===== src/rtl/dtig_pkg.sv =====
// Dome triangle index generator: shared package.
// Word layouts, register indexes and default sizes. No dependencies.
`default_nettype none

package dtig_pkg;

  localparam int MAX_SIDES_DEF  = 64;
  localparam int MAX_LEVELS_DEF = 32;

  localparam int SIDES_W  = 7;
  localparam int LEVELS_W = 6;
  localparam int CFG_W    = 7;
  localparam int IDX_W    = 16;

  localparam logic [SIDES_W-1:0]  SIDES_RESET  = 7'd16;
  localparam logic [LEVELS_W-1:0] LEVELS_RESET = 6'd8;

  // Register indexes on the configuration port
  localparam logic REG_SIDES  = 1'b0;
  localparam logic REG_LEVELS = 1'b1;

  // Operation codes carried in op
  localparam logic OP_ADVANCE = 1'b0;
  localparam logic OP_START   = 1'b1;

  typedef struct packed {
    logic             op;
    logic             pass;
    logic [IDX_W-1:0] first_slot;
  } in_word_t;

  typedef struct packed {
    logic [IDX_W-1:0] idx_a;
    logic [IDX_W-1:0] idx_b;
    logic [IDX_W-1:0] idx_c;
    logic [IDX_W-1:0] idx_d;
    logic [IDX_W-1:0] idx_e;
    logic [IDX_W-1:0] idx_f;
    logic             group_size;
    logic [IDX_W-1:0] slot;
    logic             last;
  } out_word_t;

endpackage

`default_nettype wire


===== src/rtl/dtig_walk.sv =====
// Dome triangle index generator: walk state, configuration registers and
// group arithmetic. Depends on dtig_pkg.
`default_nettype none

module dtig_walk #(
  parameter int MAX_SIDES  = dtig_pkg::MAX_SIDES_DEF,
  parameter int MAX_LEVELS = dtig_pkg::MAX_LEVELS_DEF
) (
  input  wire logic                          clk,
  input  wire logic                          rst,
  input  wire logic                          cfg_wr_en,
  input  wire logic                          cfg_index,
  input  wire logic [dtig_pkg::CFG_W-1:0]    cfg_data,
  input  wire logic                          step,
  input  wire dtig_pkg::in_word_t            in_word,
  output logic                               res_valid,
  output dtig_pkg::out_word_t                res
);

  localparam int SW = $clog2(MAX_SIDES + 1);
  localparam int LW = $clog2(MAX_LEVELS + 1);
  localparam int IW = dtig_pkg::IDX_W;

  typedef enum logic [2:0] {
    PH_IDLE = 3'b001,
    PH_BODY = 3'b010,
    PH_CAP  = 3'b100
  } phase_t;

  logic [dtig_pkg::SIDES_W-1:0]  sides;
  logic [dtig_pkg::LEVELS_W-1:0] levels;
  logic [LW-1:0]                 row, row_next;
  logic [SW-1:0]                 column, column_next;
  phase_t                        phase, phase_next;
  logic [IW-1:0]                 base_vertex;
  logic [IW-1:0]                 next_slot, next_slot_next;

  logic [SW-1:0] s;
  logic [LW-1:0] l;
  logic [IW-1:0] s16, l16, ring_total;
  logic          start;
  phase_t        ph0, ph1;
  logic [LW-1:0] row0, row_inc;
  logic [SW-1:0] col0, col1, col2, col_inc;
  logic [IW-1:0] base0, slot0;
  logic          body, last_col, diag;
  logic [IW-1:0] row_mul, sw_i, nw_i, se_i, ne_i, apex;

  // Clamp the registers into their meaningful ranges
  always_comb begin
    if (IW'(sides) < IW'(3)) begin
      s = SW'(3);
    end else if (IW'(sides) > IW'(MAX_SIDES)) begin
      s = SW'(MAX_SIDES);
    end else begin
      s = SW'(sides);
    end
    if (levels == '0) begin
      l = LW'(1);
    end else if (IW'(levels) > IW'(MAX_LEVELS)) begin
      l = LW'(MAX_LEVELS);
    end else begin
      l = LW'(levels);
    end
  end

  assign s16        = IW'(s);
  assign l16        = IW'(l);
  assign ring_total = (l16 + IW'(1)) * s16;
  assign start      = (in_word.op == dtig_pkg::OP_START);

  // A start word overrides the walk position
  assign ph0   = start ? PH_BODY : phase;
  assign row0  = start ? '0 : row;
  assign col0  = start ? '0 : column;
  assign base0 = start ? (in_word.pass ? ring_total + IW'(1) : '0) : base_vertex;
  assign slot0 = start ? in_word.first_slot : next_slot;

  always_comb begin
    if (ph0 == PH_BODY && row0 >= l) begin
      ph1  = PH_CAP;
      col1 = '0;
    end else begin
      ph1  = ph0;
      col1 = col0;
    end
  end

  assign col2     = (col1 >= s) ? s - SW'(1) : col1;
  assign body     = (ph1 == PH_BODY);
  assign last_col = (col2 == s - SW'(1));
  assign diag     = (row0[0] == col2[0]);
  assign row_mul  = body ? IW'(row0) : l16;
  assign sw_i     = base0 + row_mul * s16 + IW'(col2);
  assign nw_i     = sw_i + s16;
  assign se_i     = last_col ? sw_i + IW'(1) - s16 : sw_i + IW'(1);
  assign ne_i     = se_i + s16;
  assign apex     = base0 + ring_total;

  assign res_valid = (ph0 != PH_IDLE);

  always_comb begin
    res            = '0;
    res.group_size = body;
    res.slot       = slot0;
    res.last       = !body && last_col;
    if (body) begin
      if (diag) begin
        res.idx_a = sw_i; res.idx_b = ne_i; res.idx_c = nw_i;
        res.idx_d = sw_i; res.idx_e = se_i; res.idx_f = ne_i;
      end else begin
        res.idx_a = sw_i; res.idx_b = se_i; res.idx_c = nw_i;
        res.idx_d = se_i; res.idx_e = ne_i; res.idx_f = nw_i;
      end
    end else begin
      res.idx_a = sw_i; res.idx_b = se_i; res.idx_c = apex;
    end
  end

  assign col_inc = col2 + SW'(1);
  assign row_inc = row0 + LW'(1);

  // Advance to the next cell, row or phase
  always_comb begin
    next_slot_next = slot0 + (body ? IW'(6) : IW'(3));
    phase_next     = ph1;
    row_next       = row0;
    column_next    = col_inc;
    if (last_col) begin
      column_next = '0;
      if (body) begin
        if (row_inc >= l) begin
          phase_next = PH_CAP;
          row_next   = '0;
        end else begin
          row_next = row_inc;
        end
      end else begin
        phase_next = PH_IDLE;
        row_next   = '0;
      end
    end
  end

  always_ff @(posedge clk) begin
    if (rst) begin
      sides       <= dtig_pkg::SIDES_RESET;
      levels      <= dtig_pkg::LEVELS_RESET;
      row         <= '0;
      column      <= '0;
      phase       <= PH_IDLE;
      base_vertex <= '0;
      next_slot   <= '0;
    end else begin
      if (cfg_wr_en) begin
        case (cfg_index)
          dtig_pkg::REG_SIDES:  sides  <= cfg_data[dtig_pkg::SIDES_W-1:0];
          dtig_pkg::REG_LEVELS: levels <= cfg_data[dtig_pkg::LEVELS_W-1:0];
          default: ;
        endcase
      end
      if (step && res_valid) begin
        row         <= row_next;
        column      <= column_next;
        phase       <= phase_next;
        base_vertex <= base0;
        next_slot   <= next_slot_next;
      end
    end
  end

  a_last_goes_idle: assert property (@(posedge clk) disable iff (rst)
    step && res_valid && res.last |=> phase == PH_IDLE)
    else $error("walk not idle after final group");

  a_start_runs: assert property (@(posedge clk) disable iff (rst)
    step && start |-> res_valid)
    else $error("start word gave no group");

  a_hold_when_no_step: assert property (@(posedge clk) disable iff (rst)
    !step |=> $stable(phase) && $stable(next_slot) && $stable(column))
    else $error("walk state moved without a word");

endmodule

`default_nettype wire


===== src/rtl/dtig_out_stage.sv =====
// Dome triangle index generator: output register for the result word.
// Depends on dtig_pkg.
`default_nettype none

module dtig_out_stage (
  input  wire logic                clk,
  input  wire logic                rst,
  input  wire logic                load,
  input  wire dtig_pkg::out_word_t res,
  input  wire logic                out_stall,
  output logic                     out_valid,
  output dtig_pkg::out_word_t      out_word,
  output logic                     busy
);

  // Upstream waits only while a held word is stalled
  assign busy = out_valid && out_stall;

  always_ff @(posedge clk) begin
    if (rst) begin
      out_valid <= 1'b0;
    end else if (load) begin
      out_valid <= 1'b1;
    end else if (!out_stall) begin
      out_valid <= 1'b0;
    end
  end

  always_ff @(posedge clk) begin
    if (load) begin
      out_word <= res;
    end
  end

endmodule

`default_nettype wire


===== src/rtl/dome_triangle_index_generator_core.sv =====
// Dome triangle index generator: top level.
// Depends on dtig_pkg, dtig_walk and dtig_out_stage.
//
// Input channel (in_valid / in_stall / in_word): a start word (op set)
// fixes the dome copy and first buffer slot and yields the first group;
// each advance word yields the next group. Advance words while no dome is
// running are taken and dropped without a result.
// Output channel (out_valid / out_stall / out_word): one index group per
// word, six indices for a body cell, three for a cap triangle, with its
// buffer slot; the final cap group carries last.
// Configuration: cfg_wr_en with cfg_index 0 (sides) or 1 (levels) and
// cfg_data; write only while idle.
// out_word shows a group in the cycle after its input word is accepted, and
// one word per cycle is sustained while out_stall is low: the group is
// formed by a multiply and adds between the walk and output registers.
// Reset returns the walk to idle with sides 16 and levels 8.
// While out_stall holds a word, in_stall is raised and nothing is lost.
`default_nettype none

module dome_triangle_index_generator_core #(
  parameter int MAX_SIDES  = dtig_pkg::MAX_SIDES_DEF,
  parameter int MAX_LEVELS = dtig_pkg::MAX_LEVELS_DEF
) (
  input  wire logic                       clk,
  input  wire logic                       rst,
  input  wire logic                       cfg_wr_en,
  input  wire logic                       cfg_index,
  input  wire logic [dtig_pkg::CFG_W-1:0] cfg_data,
  input  wire logic                       in_valid,
  output logic                            in_stall,
  input  wire dtig_pkg::in_word_t         in_word,
  output logic                            out_valid,
  input  wire logic                       out_stall,
  output dtig_pkg::out_word_t             out_word
);

  logic                in_accept;
  logic                res_valid;
  dtig_pkg::out_word_t res;

  assign in_accept = in_valid && !in_stall;

  dtig_walk #(
    .MAX_SIDES  (MAX_SIDES),
    .MAX_LEVELS (MAX_LEVELS)
  ) u_walk (
    .clk       (clk),
    .rst       (rst),
    .cfg_wr_en (cfg_wr_en),
    .cfg_index (cfg_index),
    .cfg_data  (cfg_data),
    .step      (in_accept),
    .in_word   (in_word),
    .res_valid (res_valid),
    .res       (res)
  );

  dtig_out_stage u_out (
    .clk       (clk),
    .rst       (rst),
    .load      (in_accept && res_valid),
    .res       (res),
    .out_stall (out_stall),
    .out_valid (out_valid),
    .out_word  (out_word),
    .busy      (in_stall)
  );

endmodule

`default_nettype wire


===== config.mk =====
export PLATFORM = sky130hd
export DESIGN_NAME = dome_triangle_index_generator_core
export DESIGN_NICKNAME = d
export VERILOG_FILES = /design/src/rtl/dtig_pkg.sv /design/src/rtl/dtig_walk.sv /design/src/rtl/dtig_out_stage.sv /design/src/rtl/dome_triangle_index_generator_core.sv
export SDC_FILE = /design/constraint.sdc
export NUM_CORES = 1
export LEC_CHECK = 0
export BUFFER_PORTS_ARGS = -buffer_cell sky130_fd_sc_hd__buf_4
export CAP_MARGIN = 20
export CORE_MARGIN = 3
export CORE_UTILIZATION = 55
export DETAILED_ROUTE_END_ITERATION = 8
export PLACE_DENSITY = 0.78
export REMOVE_ABC_BUFFERS = 1
export SLEW_MARGIN = 10
export SYNTH_ARGS = -nofsm -noshare
export SYNTH_HDL_FRONTEND = slang
export SYNTH_SLANG_ARGS = --single-unit

===== constraint.sdc =====
create_clock -name clk -period 9.3 [get_ports clk]
set_input_delay 0.93 -clock clk [delete_from_list [all_inputs] [get_ports clk]]
set_output_delay 0.93 -clock clk [all_outputs]
set_load 0.05 [all_outputs]

==> run metrics, run 1 <==
run status=finished with violations; failing checks=setup timing; setup violators final=29; Max Buffers Root-to-Sink=2; highest routed metal layer=met4; Critical Path Source Type=flop; Max FO, Critical Path=5; reg2reg setup slack=-620 ps; Hold Fails Final Rpt=0; largest net degree at the start of global routing=81; WHS=roughly 460 ps; Syn Std Cell Area=0.0151 mm2; worst r2r path cells=37; syn avg cell area=between 9 and 10 um2; biggest cell delay along the critical path=roughly 630 ps; Synth-to-Final Area Change=34.0%; # IOs=147; Hold Buf Count CTS=0; GRT overflow=0; core footprint=roughly 0.027 mm2; CP max stage cell=fa_1; number of global-route vias before repair=13,800; crit path time final=9920 ps; Worst-path clk slew=around 80 ps; DR WL/cell=20.7 um; Iter 0 DRT Violations=approximately 1,600; Multi-input gate area=about 0.011 mm2; Max-Cap Viols=0; clock sinks=176; Clock Latency Late Sink=450 ps; DRT Pass-1 Iters=6; top achievable clock speed=101 MHz; Yosys warnings=0; part of the cycle the worst path needs=107%; Nets=2,265; Post-synth top flop=edfxtp_1; reg-to-reg startpoint=u_walk.levels[4]$_SDFFE_PP0P_; post-synthesis sequential area ratio=a little under a third; CP Launch Point=u_walk.levels[4]$_SDFFE_PP0P_; Post-synth ARST share=0%; first-pass GRT wire length=68.5 mm; DR DRC count=0; WL met3=between 4 and 5 mm; final max-slew violation count=0; Clock Power Share=around 16%; Pint=2.65 mW; WP data required=9480 ps; leakage power=8.90 nW; critical register-to-register path endpoint=u_out.out_word[33]$_SDFFCE_PN0P_; row count=59; P_sw=between 2 and 2.5 mW; CP endpoint=u_out.out_word[33]$_SDFFCE_PN0P_; RSZ-0062 raised after global routing=yes; root buf cell=clkbuf_16; worst hold start=u_walk.next_slot[13]$_SDFFE_PP0P_; Distinct cells, synth=102; register area=0.00467 mm2; CP endpoint kind=flop; Num CTS Buffers=17; Vias=around 15,000; die footprint=about 0.029 mm2; # fillers=roughly 1,600; Worst VDD drop=0.141 mV; Post-synth EDFFs=~110; Placer Congestion=a little under 1; share of post-route cells with drive strength above 1=32.8%; Slew headroom=roughly 36%; Die Wd=171 um; pwr/cell area=239 mW/mm2; Metal-1 WL=18.6 mm; Sequential Power Share=21.4%; HP Class=reg -> reg; total power=a little under 5 mW; WL met2=between 20 and 25 mm; DRT Wirelength=49.2 mm; Total GRT Usage=between 20 and 30%; cell count after synthesis=1,660; Final WS setup=-617 ps; initial antenna violation count=0; Detailed Place HPWL=30.3 mm; skew final=16.5 ps; diode count=0; Worst EP arrival=10,100 ps; CTS tree=yes; initial core utilization=56.8%; worst-margin pin slew=approximately 950 ps; Port-buffer cells=146; Worst Setup Path Type=reg -> reg; switching share of power=45.1%; Yosys reg bits=176; post-route ant nets=0; Core Util, Final=approximately 76%; Clock H-tree levels=4; Comb pwr share=62.6%; Die Y=171 um; DR vias/cell=6.09
flip-flops by register name (all words and copies together) (netlist names):
register,flops
u_out.out_word,114
u_walk.base_vertex,16
u_walk.phase,3
u_walk.next_slot,16
u_walk.levels,6
u_out.out_valid,1
u_walk.row,6
u_walk.sides,7
u_walk.column,7
stage by stage:
step           cells  worst slack [ps]  area, um2  TNS, ps
2_1_floorplan   1605             -1550      14800   -39720
3_3_place_gp    2302              -342      17900    -4120
3_5_place_dp    2302              -619      17900    -8590
4_1_cts         2362             -18.7      19300    -38.0
5_1_grt         2383              -782      20200   -16110
6_report        2383              -617      20200    -9770
how the worst min path moves through the flow:
stage                     slack [ps]  depth (start not counted)                                 to
after CTS                        460                          2   u_walk.next_slot[2]$_SDFFE_PP0P_
after global routing             480                          2  u_walk.next_slot[14]$_SDFFE_PP0P_
after detailed placement         450                          2   u_walk.next_slot[6]$_SDFFE_PP0P_
final                            460                          2  u_walk.next_slot[13]$_SDFFE_PP0P_
after floorplan                  420                          2  u_walk.next_slot[10]$_SDFFE_PP0P_
after global placement           440                          2  u_walk.next_slot[12]$_SDFFE_PP0P_
kinds of logic (layout without fill, tap and decap cells):
family                     count (synthesis)  after routing  synth area share (%)
adders and majority gates                199            199                  19.8
other                                      2              8                0.0499
AOI/OAI and AO/OA                        342            342                  15.2
xor gates and xnor gates                 137            137                  8.49
buffers and inverters                    215            597                  5.85
muxes                                     34             34                  2.44
DFF                                      176            176                  31.0
and+or+nand+nor                          555            555                  17.2
layout make-up:
cell class | count | area share [%]
flip-flops and latches | 176 | 23.1
repair buffers | 411 | 15.6
clock buffers | 22 | 2.46
well taps | 335 | 2.08
inverters | 154 | 2.90
clock inverters | 10 | 0.546
multi-input cells | 1275 | 53.3
critical path, delay by kind of cell, from the launching register on:
family                   cells  cell delay (ps)
XOR/XNOR                     6              900
AO/OA/AOI/OAI                8             1710
multiplexers                 1              350
buffers and inverters        5              620
adder cells (fa/ha/maj)     11             4220
flip-flops                   1              330
AND/OR/NAND/NOR              6             1480
cells in the mapped netlist, types with 16 or more instances:
cell | instances | share of area [%]
nor2_1 | 216 | 5.4
nand2_1 | 155 | 3.9
inv_1 | 148 | 3.7
ha_1 | 134 | 11
a21oi_1 | 133 | 4.4
edfxtp_1 | 114 | 23
xnor2_1 | 84 | 4.9
fa_1 | 65 | 8.6
dfxtp_1 | 62 | 8.2
xor2_1 | 45 | 2.6
o21ai_0 | 44 | 1.5
nand3_1 | 41 | 1.4
clkbuf_1 | 40 | 1.0
a211oi_1 | 29 | 1.4
nor3_1 | 25 | 0.83
nand2b_1 | 22 | 0.91
nor2b_1 | 19 | 0.79
mux2_2 | 17 | 1.3
a21o_1 | 16 | 0.80
mux2i_1 | 16 | 1.1
power by group through the flow:
stage          Clock [mW]  Sequential (mW)  Combinational (mW)
2_1_floorplan           0             1.35                1.30
3_3_place_gp            0             1.05                2.36
3_5_place_dp            0             1.05                2.43
4_1_cts             0.768             1.03                2.63
5_1_grt             0.801             1.04                3.20
6_report            0.774             1.03                3.02
what timing repair did:
item,in CTS,in global routing
endpoints found under the setup margin,27,35
pin swaps,61,43
cloned,0,1
resized for setup,94,139
buffers inserted,29,19
layer usage:
metal / vias to the layer above / GRT usage (%)
met5: - / 0
met4: 0 / 14.9
met3: 261 / 4.44
met2: 873 / 50.4
met1: 6914 / 35.5
li1: 6469 / -
cell usage in the layout (no fill, tap or decap), types with 15 or more instances in the layout:
master     netlist  routed
nand3_1         41      36
edfxtp_1       114     114
buf_6            2      18
xor2_1          45      35
a21o_1          16      15
a211oi_1        29      22
nor3_1          25      19
inv_1          148     134
o21a_1          15      15
nand2_1        155     149
mux2_2          17      15
o21ai_0         44      39
ha_4             0      17
nor2_1         216     198
buf_4            1     392
xnor2_1         84      69
nand2b_1        22      19
clkbuf_16        0      19
dfxtp_1         62      60
fa_1            65      63
nor2b_1         19      17
ha_1           134     117
a21oi_1        133     117
inv_2            2      15
No activity file was read; power rests on OpenSTA's default activity.
==> inputs of run 2 (changes only) <==
--- a/config.mk
+++ b/config.mk
@@ -8,9 +8,10 @@
 export BUFFER_PORTS_ARGS = -buffer_cell sky130_fd_sc_hd__buf_4
 export CAP_MARGIN = 20
 export CORE_MARGIN = 3
-export CORE_UTILIZATION = 55
+export CORE_UTILIZATION = 56
+export CTS_BUF_LIST = sky130_fd_sc_hd__clkbuf_8
 export DETAILED_ROUTE_END_ITERATION = 8
-export PLACE_DENSITY = 0.78
+export PLACE_DENSITY = 0.79
 export REMOVE_ABC_BUFFERS = 1
 export SLEW_MARGIN = 10
 export SYNTH_ARGS = -nofsm -noshare
==> run 2 against run 1 <==
The flow finishes with violations (DRC, setup timing). Global-route usage rose by 2.0 points. Sequential power barely moved. Clock-buffer cell count decreased by 5. Critical endpoint is now u_out.out_word[47]$_SDFFCE_PN0P_. Largest power group unchanged. Highest routed layer unchanged.
==> run metrics, run 2 (synthesis gave the netlist of run 1 again) <==
run status=finished with violations; failing checks=DRC, setup timing; DR vias/cell=6.22; Final Cell Area=0.0199 mm2; P_sw=2.26 mW; biggest cell delay along the critical path=570 ps; Post-Place Cell Area=around 0.018 mm2; Final WS setup=-988 ps; Worst-path clk slew=130 ps; DRT Pass-1 Iters=9; Placer Congestion=roughly 0.95; share of post-route cells with drive strength above 1=32.4%; worst r2r path cells=40; final max-slew violation count=0; Total GRT Usage=31.2%; Worst EP arrival=10,660 ps; Comb pwr share=around two thirds; clock sinks=176; diode count=0; Clock Power Share=12.7%; Vias=about 15,000; DRT Wirelength=51.2 mm; Pint=2.50 mW; commonest non-fill, non-tap cell in the layout=buf_4; root buf cell=clkbuf_8; Worst VDD drop=~0.15 mV; DR DRC count=1; Max FO, Critical Path=5; CP max stage cell=fa_1; Nets=around 2,300; worst-margin pin slew=1300 ps; crit path time final=between 10,000 and 15,000 ps; top achievable clock speed=around 97 MHz; CP endpoint kind=flop; initial core utilization=between 50% and 60%; Largest Register=u_out.out_word; Clock H-tree levels=4; # IOs=roughly 150; Worst Setup Path Type=reg -> reg; row count=about 60; switching share of power=47.5%; Largest register FFs=around 110; GRT overflow=0; Detailed Place HPWL=between 30 and 40 mm; CTS tree=yes; Max Buffers Root-to-Sink=2; Num CTS Buffers=17; WHS Path Cells=2; WP data required=9670 ps; part of the cycle the worst path needs=111%; initial antenna violation count=0; setup violators final=38; leakage power=8.84 nW; Die Wd=roughly 170 um; Hold Buf Count CTS=0; pwr/cell area=239 mW/mm2; RSZ-0062 raised after global routing=yes; Hold Fails Final Rpt=0; core footprint=0.0262 mm2; Slew headroom=13.1%; Port-buffer cells=146; Top Registers=u_out.out_word x114, u_walk.base_vertex x16, u_walk.next_slot x16; Synth-to-Final Area Change=32.2%; Max-Cap Viols=0; HP Class=reg -> reg; Critical Path Source Type=flop; Worst path most repeated cell=fa_1; Die Y=170 um; largest net degree at the start of global routing=81; first-pass GRT wire length=71.9 mm; skew final=33.1 ps; Sequential Power Share=a little over a fifth; DR WL/cell=around 21 um; Iter 0 DRT Violations=1,914; Clock Latency Late Sink=about 520 ps; WHS=roughly 460 ps; post-route ant nets=0; number of global-route vias before repair=14,200; Core Util, Final=76.0%; die footprint=just under 0.03 mm2; # fillers=~1,600; commonest cells after routing, fill and taps aside=buf_4, nor2_1, nand2_1
run 2: power groups by stage:
stage | clock (mW) | sequential [mW] | combinational [mW]
after floorplan | 0 | 1.35 | 1.30
after global placement | 0 | 1.05 | 2.36
after detailed placement | 0 | 1.05 | 2.44
after CTS | 0.599 | 1.03 | 2.67
after global routing | 0.631 | 1.04 | 3.27
final | 0.603 | 1.03 | 3.12
run 2: path summary, 6_finish.rpt:
check / slack [ps] / end / from
max: -990 / u_out.out_word[47]$_SDFFCE_PN0P_ / u_walk.levels[4]$_SDFFE_PP0P_
min: 460 / u_walk.next_slot[15]$_SDFFE_PP0P_ / u_walk.next_slot[15]$_SDFFE_PP0P_
max reg2reg: -990 / u_out.out_word[47]$_SDFFCE_PN0P_ / u_walk.levels[4]$_SDFFE_PP0P_
min reg2reg: 460 / u_walk.next_slot[15]$_SDFFE_PP0P_ / u_walk.next_slot[15]$_SDFFE_PP0P_
run 2: cell type report:
cell class                 count  area (um2)  area share (%)
inverter                     154         586            2.94
sequential                   176        4670            23.4
clock inverter                15         191           0.962
clock buffer                  17         234            1.18
tap                          335         419            2.11
timing repair buffer         432        3290            16.5
multi-input combinational   1275       10500            52.9
run 2: what timing repair did:
item | in CTS | in global routing
gates resized for setup | 98 | 90
endpoints found under the setup margin | 26 | 47
pin swaps | 68 | 57
buffers inserted | 50 | 26
run 2: per-layer routing:
| layer | part of all wire (%) | vias to the layer above | global-route usage [%] |
|---|---|---|---|
| met5 | 0 | - | 0 |
| met4 | 7.5 | 0 | 15.6 |
| met3 | 10 | 366 | 6.53 |
| met2 | 46 | 1051 | 52.7 |
| met1 | 36 | 7030 | 37.9 |
| li1 | - | 6509 | - |
run 2: stage by stage:
step                total power [mW]  setup slack (ps)  cells  TNS (ps)
floorplan                       2.65             -1550   1605    -39720
global placement                3.41              -271   2296     -2700
detailed placement              3.49              -494   2296     -6830
CTS                             4.30              -100   2377      -228
global route                    4.94             -1100   2404    -27280
finish                          4.76              -988   2404    -20970
run 2: worst max-delay path, delay by kind of cell (launching register included):
family	cells	cell delay (ps)
XOR/XNOR	5	770
flip-flops	1	360
AO/OA/AOI/OAI	6	1500
adder cells (fa/ha/maj)	11	4320
buffers and inverters	8	970
AND/OR/NAND/NOR	10	2210
